**config.mk**
```make
export PLATFORM = sky130hd
export DESIGN_NAME = btmx_walk
export DESIGN_NICKNAME = d
export VERILOG_FILES = /design/src/rtl/core/btmx_pkg.sv /design/src/rtl/core/btmx_walk.sv
export SDC_FILE = /design/constraint.sdc
export NUM_CORES = 1
export LEC_CHECK = 0
export ABC_CLOCK_PERIOD_IN_PS = 3000
export BUFFER_PORTS_ARGS = -buffer_cell sky130_fd_sc_hd__buf_4
export CAP_MARGIN = 20
export CORE_UTILIZATION = 30
export CTS_CLUSTER_DIAMETER = 150
export DETAILED_ROUTE_END_ITERATION = 10
export GPL_ROUTABILITY_DRIVEN = 0
export PLACE_DENSITY = 0.58
export SLEW_MARGIN = 15
export SYNTH_ARGS = -nofsm -noshare
export SYNTH_HDL_FRONTEND = slang
export SYNTH_SLANG_ARGS = --single-unit
export TNS_END_PERCENT = 1
```
**constraint.sdc**
```tcl
create_clock -name i_clk -period 3 [get_ports i_clk]
set_input_delay 0.6 -clock i_clk [delete_from_list [all_inputs] [get_ports i_clk]]
set_output_delay 0.6 -clock i_clk [all_outputs]
set_load 0.01 [all_outputs]
```
**src/rtl/core/btmx_pkg.sv**
```systemverilog
// Shared constants and types for the binary trie maximum-xor block.
package btmx_pkg;

    localparam int KEY_BITS = 32;
    localparam int NODES    = 65536;
    localparam int DATA_W   = 32;
    localparam int NODE_W   = $clog2(NODES);
    localparam int ENTRY_W  = 2 * NODE_W;
    localparam int LVL_W    = $clog2(KEY_BITS);

    localparam logic [NODE_W-1:0] NIL       = '0;
    localparam logic [NODE_W-1:0] ROOT      = NODE_W'(1);
    localparam logic [NODE_W-1:0] LAST_NODE = NODE_W'(NODES - 1);

    typedef enum logic {
        CMD_INSERT = 1'b0,
        CMD_QUERY  = 1'b1
    } t_cmd;

    typedef struct packed {
        logic                re;
        logic [NODE_W-1:0]   raddr;
        logic                we;
        logic [NODE_W-1:0]   waddr;
        logic [ENTRY_W-1:0]  wdata;
    } t_mem_req;

    typedef struct packed {
        logic [DATA_W-1:0] max_xor;
        logic              pool_full;
    } t_result;

endpackage

```
**src/rtl/core/btmx_walk.sv**
```systemverilog
// Trie walker: one level per cycle, reads a node and, on an insert that adds a child, writes back its updated entry.
module btmx_walk (
    input  logic                                i_clk,
    input  logic                                i_rst_n,
    input  logic                                i_start,
    input  btmx_pkg::t_cmd                      i_cmd,
    input  logic [btmx_pkg::DATA_W-1:0]         i_key,
    output logic                                o_idle,
    input  logic [btmx_pkg::ENTRY_W-1:0]        i_rd_data,
    output btmx_pkg::t_mem_req                  o_mem,
    output logic                                o_res_valid,
    input  logic                                i_res_ready,
    output btmx_pkg::t_result                   o_res
);

    typedef enum logic [2:0] {
        ST_IDLE = 3'b001,
        ST_WALK = 3'b010,
        ST_DONE = 3'b100
    } t_state;

    t_state                            r_state,     n_state;
    btmx_pkg::t_cmd                    r_cmd,       n_cmd;
    logic [btmx_pkg::KEY_BITS-1:0]     r_key,       n_key;
    logic [btmx_pkg::LVL_W-1:0]        r_lvl,       n_lvl;
    logic [btmx_pkg::NODE_W-1:0]       r_node,      n_node;
    logic                              r_fresh,     n_fresh;
    logic [btmx_pkg::KEY_BITS-1:0]     r_acc,       n_acc;
    logic                              r_full,      n_full;
    logic [btmx_pkg::NODE_W-1:0]       r_next_free, n_next_free;
    logic                              r_root_ok,   n_root_ok;

    logic [btmx_pkg::ENTRY_W-1:0]      entry;
    logic [btmx_pkg::NODE_W-1:0]       child0;
    logic [btmx_pkg::NODE_W-1:0]       child1;
    logic [btmx_pkg::NODE_W-1:0]       same;
    logic [btmx_pkg::NODE_W-1:0]       other;
    logic [btmx_pkg::NODE_W-1:0]       new_node;
    logic                              key_bit;
    logic                              last;
    logic                              stop;
    btmx_pkg::t_mem_req                mem;

    // fresh nodes and a never-written root have no children yet
    always_comb begin
        if (r_fresh || (r_node == btmx_pkg::ROOT && !r_root_ok)) begin
            entry = '0;
        end else begin
            entry = i_rd_data;
        end
        child0   = entry[btmx_pkg::NODE_W-1:0];
        child1   = entry[btmx_pkg::ENTRY_W-1:btmx_pkg::NODE_W];
        key_bit  = r_key[r_lvl];
        same     = key_bit ? child1 : child0;
        other    = key_bit ? child0 : child1;
        new_node = btmx_pkg::NODE_W'(r_next_free + 1'b1);
        last     = (r_lvl == '0);
    end

    always_comb begin
        n_state     = r_state;
        n_cmd       = r_cmd;
        n_key       = r_key;
        n_lvl       = r_lvl;
        n_node      = r_node;
        n_fresh     = r_fresh;
        n_acc       = r_acc;
        n_full      = r_full;
        n_next_free = r_next_free;
        mem         = '0;
        stop        = 1'b0;

        unique case (r_state)
            ST_IDLE: begin
                if (i_start) begin
                    n_cmd     = i_cmd;
                    n_key     = btmx_pkg::KEY_BITS'(i_key);
                    n_lvl     = btmx_pkg::LVL_W'(btmx_pkg::KEY_BITS - 1);
                    n_node    = btmx_pkg::ROOT;
                    n_fresh   = 1'b0;
                    n_acc     = '0;
                    n_full    = 1'b0;
                    mem.re    = 1'b1;
                    mem.raddr = btmx_pkg::ROOT;
                    n_state   = ST_WALK;
                end
            end
            ST_WALK: begin
                if (r_cmd == btmx_pkg::CMD_INSERT) begin
                    if (same != btmx_pkg::NIL) begin
                        n_node    = same;
                        mem.re    = 1'b1;
                        mem.raddr = same;
                        stop      = last;
                    end else if (r_next_free == btmx_pkg::LAST_NODE) begin
                        stop   = 1'b1;
                        n_full = 1'b1;
                        // a node created by this insert was never written: empty it
                        if (r_fresh) begin
                            mem.we    = 1'b1;
                            mem.waddr = r_node;
                            mem.wdata = '0;
                        end
                    end else begin
                        mem.we      = 1'b1;
                        mem.waddr   = r_node;
                        mem.wdata   = key_bit ? {new_node, child0} : {child1, new_node};
                        n_next_free = new_node;
                        n_node      = new_node;
                        n_fresh     = 1'b1;
                        stop        = last;
                    end
                end else begin
                    if (other != btmx_pkg::NIL) begin
                        n_acc     = r_acc | (btmx_pkg::KEY_BITS'(1) << r_lvl);
                        n_node    = other;
                        mem.re    = 1'b1;
                        mem.raddr = other;
                        stop      = last;
                    end else if (same != btmx_pkg::NIL) begin
                        n_node    = same;
                        mem.re    = 1'b1;
                        mem.raddr = same;
                        stop      = last;
                    end else begin
                        stop = 1'b1;
                    end
                end
                if (stop) begin
                    n_state = i_res_ready ? ST_IDLE : ST_DONE;
                end else begin
                    n_lvl = r_lvl - 1'b1;
                end
            end
            ST_DONE: begin
                if (i_res_ready) begin
                    n_state = ST_IDLE;
                end
            end
            default: begin
                n_state = ST_IDLE;
            end
        endcase
    end

    assign n_root_ok = r_root_ok | (mem.we && mem.waddr == btmx_pkg::ROOT);

    always_ff @(posedge i_clk) begin
        if (!i_rst_n) begin
            r_state     <= ST_IDLE;
            r_next_free <= btmx_pkg::ROOT;
            r_root_ok   <= 1'b0;
        end else begin
            r_state     <= n_state;
            r_next_free <= n_next_free;
            r_root_ok   <= n_root_ok;
        end
    end

    always_ff @(posedge i_clk) begin
        r_cmd   <= n_cmd;
        r_key   <= n_key;
        r_lvl   <= n_lvl;
        r_node  <= n_node;
        r_fresh <= n_fresh;
        r_acc   <= n_acc;
        r_full  <= n_full;
    end

    assign o_idle            = (r_state == ST_IDLE);
    assign o_mem             = mem;
    assign o_res_valid       = (r_state == ST_WALK && stop) || (r_state == ST_DONE);
    assign o_res.max_xor     = btmx_pkg::DATA_W'(n_acc);
    assign o_res.pool_full   = n_full;

endmodule

```
* Yosys cells after proc, flatten, opt, wreduce, memory -nomap -nowiden
Cells that the tools add are included.
** Storage, ports and cells
- Input port bits :: 69
- Flip-flop bits (word level) :: 108
** Cells by class
- Equality and inequality tests :: 15
- Shift operators :: 1
- Muxes and demuxes :: 52
- Add/subtract/negate cells :: 2
- Order comparisons :: 1
- Reduce and logical (&&, ||, !) cells :: 16
- Bitwise gates (word level) :: 5
** Operators by type and width (number)
- two-way mux 49 bit :: 5
- two-way mux 32 bit :: 5
- two-way mux 16 bit :: 8
- two-way mux 17 bit :: 4
- case mux 32 bit (2 select lines) :: 1
- case mux 17 bit (2 select lines) :: 1
- == test 16 x 1 -> 1 bit, second input constant :: 2
- OR 32 bit :: 1
- case mux 16 bit (2 select lines) :: 1
- nonzero test 16 bit :: 2
- << shifter 1 x 5 -> 32 bit, first input constant :: 1
- adder 16 x 1 -> 16 bit, second input constant :: 1
- == test 16 bit, second input constant :: 1
- two-way mux 1 bit :: 16
- two-way mux 3 bit :: 4
- != test 2 bit, second input constant :: 6
- two-way mux 5 bit :: 2
- case mux 5 bit (2 select lines) :: 1
- case mux 3 bit (3 select lines) :: 1
- != test 4 bit, second input constant :: 2
- AND reduction 4 bit :: 2
- less-than comparator 5 x 6 -> 1 bit, second input constant :: 1
- AND reduction 3 bit :: 2
- binary-select mux 1 bit (select 5 bit) :: 1
- other kinds (15) :: 21

* Logic depth before layout (Yosys ltp)
- Depth in word-level cells :: 13
- Depth in mapped cells :: 12
- Mapped depth without buffers :: 8

* Worst setup path before layout
No wires, ideal clock.
- Path type :: register to output
- From :: register r_lvl[1] (netlist name)
- To :: output o_res[10] (netlist name)
- Buffers on the path :: 4
- Required time :: 2.400 ns
- Arrival time :: 2.722 ns
- Slack :: -0.322 ns
- Cell stages (with the launch flop) :: 12
- Path through :: edfxtp_1 -> buf_6 -> buf_12 -> mux2i_1 -> mux4_2 -> a22oi_4 -> nand2_2 -> mux2i_1 -> or3_1 -> buf_2 -> buf_2 -> o21ai_1
** RTL lines
- start, declared :: line btmx_walk.sv:25 : logic [btmx_pkg::LVL_W-1:0] r_lvl, n_lvl;
- start signal, assigned :: line btmx_walk.sv:163 : r_lvl <= n_lvl;
- end, declared :: line btmx_walk.sv:13 : output btmx_pkg::t_result o_res

==> impl_metrics.tcl <==
set metrics [dict create \
    min_to "r_key[28]" \
    worst_setup_path_end_kind "primary output" \
    rsz0062_at_grt "true" \
    violations "negative setup slack" \
    die_h_um 148 \
    grt_usage_pct 20.3 \
    grt_overflow 0 \
    clk_pin_slew_ns 0.07 \
    maxSlewViolCount 0 \
    antenna_left 0 \
    r2r_start "r_lvl[1]" \
    crit_type "flip-flop to primary output" \
    netlist.area_leader.share_pct 25.9 \
    drc 0 \
    finClkSkew_ns 0.00915 \
    dp_slack_ns -0.345 \
    pin_count 170 \
    rr_worst_depth 10 \
    p_leak_nw 3.97 \
    hold_depth 1 \
    cts_tree "built" \
    core-area_um2 20600 \
    fin_nets 1053 \
    hold_viol 0 \
    syn_nets 792 \
    finalCriticalPeriod_ns 3.58 \
    ys_seq_area_share_pct 42.5 \
    tightest_slew_ns 0.637 \
    finalSetupTns_ns -47.49 \
    arrival_ns 2.98 \
    synth_area_leaders "edfxtp_1 (26%), dfxtp_1 (17%), nand2_1 (5.7%), mux2i_1 (4.6%), nor2_1 (4.5%)" \
    area_growth_pct 48.2 \
    crit_required_ns 2.40 \
    period_share_pct 119 \
    viasPerCell 5.16 \
    synth_edf_count 55 \
    die_w_um 148 \
    detail_route.wl_per_cell_um 17.7 \
    cts_made_buffers 9 \
    hp-class "input pin to flip-flop" \
    cts_max_path_buffers 2 \
    irDropWorstVdd_mv 0.250 \
    grt_pass1_wl_um 34200 \
    syn_area_per_cell_um2 8.89 \
    total_power_mw 3.61 \
    drive_gt1_share_pct 39.9 \
    drt_iter0_markers 420 \
    vias 6463 \
    hold_path_startpoint "i_key[28]" \
    rows 52 \
    rrSetupSlack_ns -0.03 \
    initial_core_util_pct 31.0 \
    yosysMostFrequentCell "nand2_1" \
    antenna_found_initial 0 \
    hpwl_um 17300 \
    worst-path-max-fanout 29 \
    netlist_top_cells_count "nand2_1 (96), nor2_1 (76), edfxtp_1 (55), dfxtp_1 (53), o21ai_0 (36)" \
    ys_async_sr_fraction_pct 0 \
    grt_max_degree 34 \
    routed_wl_um 22200 \
    first_pass_iters 5 \
    syn_inst 717 \
    syn_area_um2 6380 \
    synth_cell_types 67 \
    clk_latency_ns 0.35 \
    status "finished with violations" \
    yosysTopAreaCell "edfxtp_1" \
    cts.sinks 108 \
    power_density_nw_per_um2 382 \
    synth_top_flop_cell "edfxtp_1" \
    n_antenna_cell 0 \
    yosys_warnings 0 \
    reg2reg_to "r_node[0]" \
    grt_pass1_vias 6175 \
    h-tree-depth 3 \
    ys_ff_latch 108 \
    setup_ws_ns -0.579 \
    cts_root_buf "clkbuf_16" \
    clock.fmax_mhz 279 \
    slew_headroom_pct 57.3 \
    setup_viol 101 \
    start_kind "flip-flop" \
    io_buffers 169 \
    maxCapViolations 0 \
    die_area_um2 21800 \
]
[per-layer routing]
layer | global-route usage [%] | routed length (um) | up-vias
met5 | 0 | 0 | -
met4 | 4.64 | 323 | 0
met3 | 3.77 | 1530 | 21
met2 | 32.7 | 10300 | 233
met1 | 28.0 | 10000 | 3057
li1 | - | - | 3152
[cell type report]
| class | instances | area, um2 |
|---|---|---|
| tap | 270 | 338 |
| multi-input combinational | 539 | 3630 |
| clock inverter | 7 | 75.1 |
| sequential | 108 | 2710 |
| timing repair buffer | 305 | 2410 |
| inverter | 15 | 56.3 |
| fill | 2061 | 11100 |
| clock buffer | 9 | 225 |
[state kept, by name (all words and copies together) (netlist names)]
signal       cells
r_acc           32
r_cmd            1
r_fresh          1
r_full           1
r_key           32
r_lvl            5
r_next_free     16
r_node          16
r_root_ok        1
r_state          3
[layout by cell type, fill, tap and decap left out, types with 18 or more instances in the layout]
| cell type | instances |
|---|---|
| nor2_1 | 72 |
| and2_1 | 24 |
| buf_4 | 287 |
| a21oi_1 | 18 |
| nand2_1 | 96 |
| or3_1 | 21 |
| a31oi_1 | 19 |
| edfxtp_1 | 55 |
| dfxtp_1 | 53 |
| o21ai_2 | 18 |
| mux2i_1 | 28 |
[cell families after synthesis]
logic type                 synth area share, %
DFF                                       42.5
adders and majority gates                 1.18
buffers and inverters                     5.06
muxes                                     6.67
AOI/OAI and AO/OA                         18.9
and+or+nand+nor                           23.3
xor gates and xnor gates                  2.33
[where the power goes]
part	switching (mW)	total, mW	internal [mW]
combinational	0.397	0.736	0.339
clock	0.563	1.22	0.655
sequential	0.0264	1.66	1.63
[how the worst max path moves through the flow]
stage               startpoint         to  slack [ns]  cells past startpoint
floorplan             r_lvl[1]  o_res[10]       -0.22                     11
detailed placement    r_lvl[1]  o_mem[33]       -0.34                     11
global placement      r_lvl[1]  o_mem[44]       -0.28                     11
CTS                   r_lvl[1]  o_res[12]       -0.58                     10
finish                r_lvl[1]  o_mem[17]       -0.58                     10
global route          r_lvl[0]  o_mem[57]       -0.69                     10
[metrics by stage]
stage / util [%] / cells / hold WS (ns) / cell area, um2
2_1_floorplan: - / 717 / 0.435 / 6570
3_3_place_gp: 43.7 / 1235 / 0.427 / 8980
3_5_place_dp: 43.7 / 1235 / 0.432 / 8980
4_1_cts: 45.6 / 1251 / 0.410 / 9370
5_1_grt: 46.0 / 1253 / 0.405 / 9450
6_report: 46.0 / 1253 / 0.422 / 9450
[timing repair]
action | in CTS | in global routing
setup endpoints to repair | 104 | 109
hold buffers | 0 | 0
buffers inserted | 0 | 1
pin swaps | 5 | 6
hold endpoints to repair | 0 | 0
gates resized for setup | 28 | 23
gates cloned | 0 | 1
[worst max-delay path, stage by stage, from the launching register on]
cell and delay (ns):
edfxtp_1 0.40, buf_4 0.19, mux2i_1 0.12, mux4_2 0.50, a22oi_4 0.20, buf_6 0.15
a21oi_2 0.09, nand4b_1 0.34, buf_6 0.28, a21oi_1 0.18, buf_4 0.15
Power figures use the tool's default switching activity.
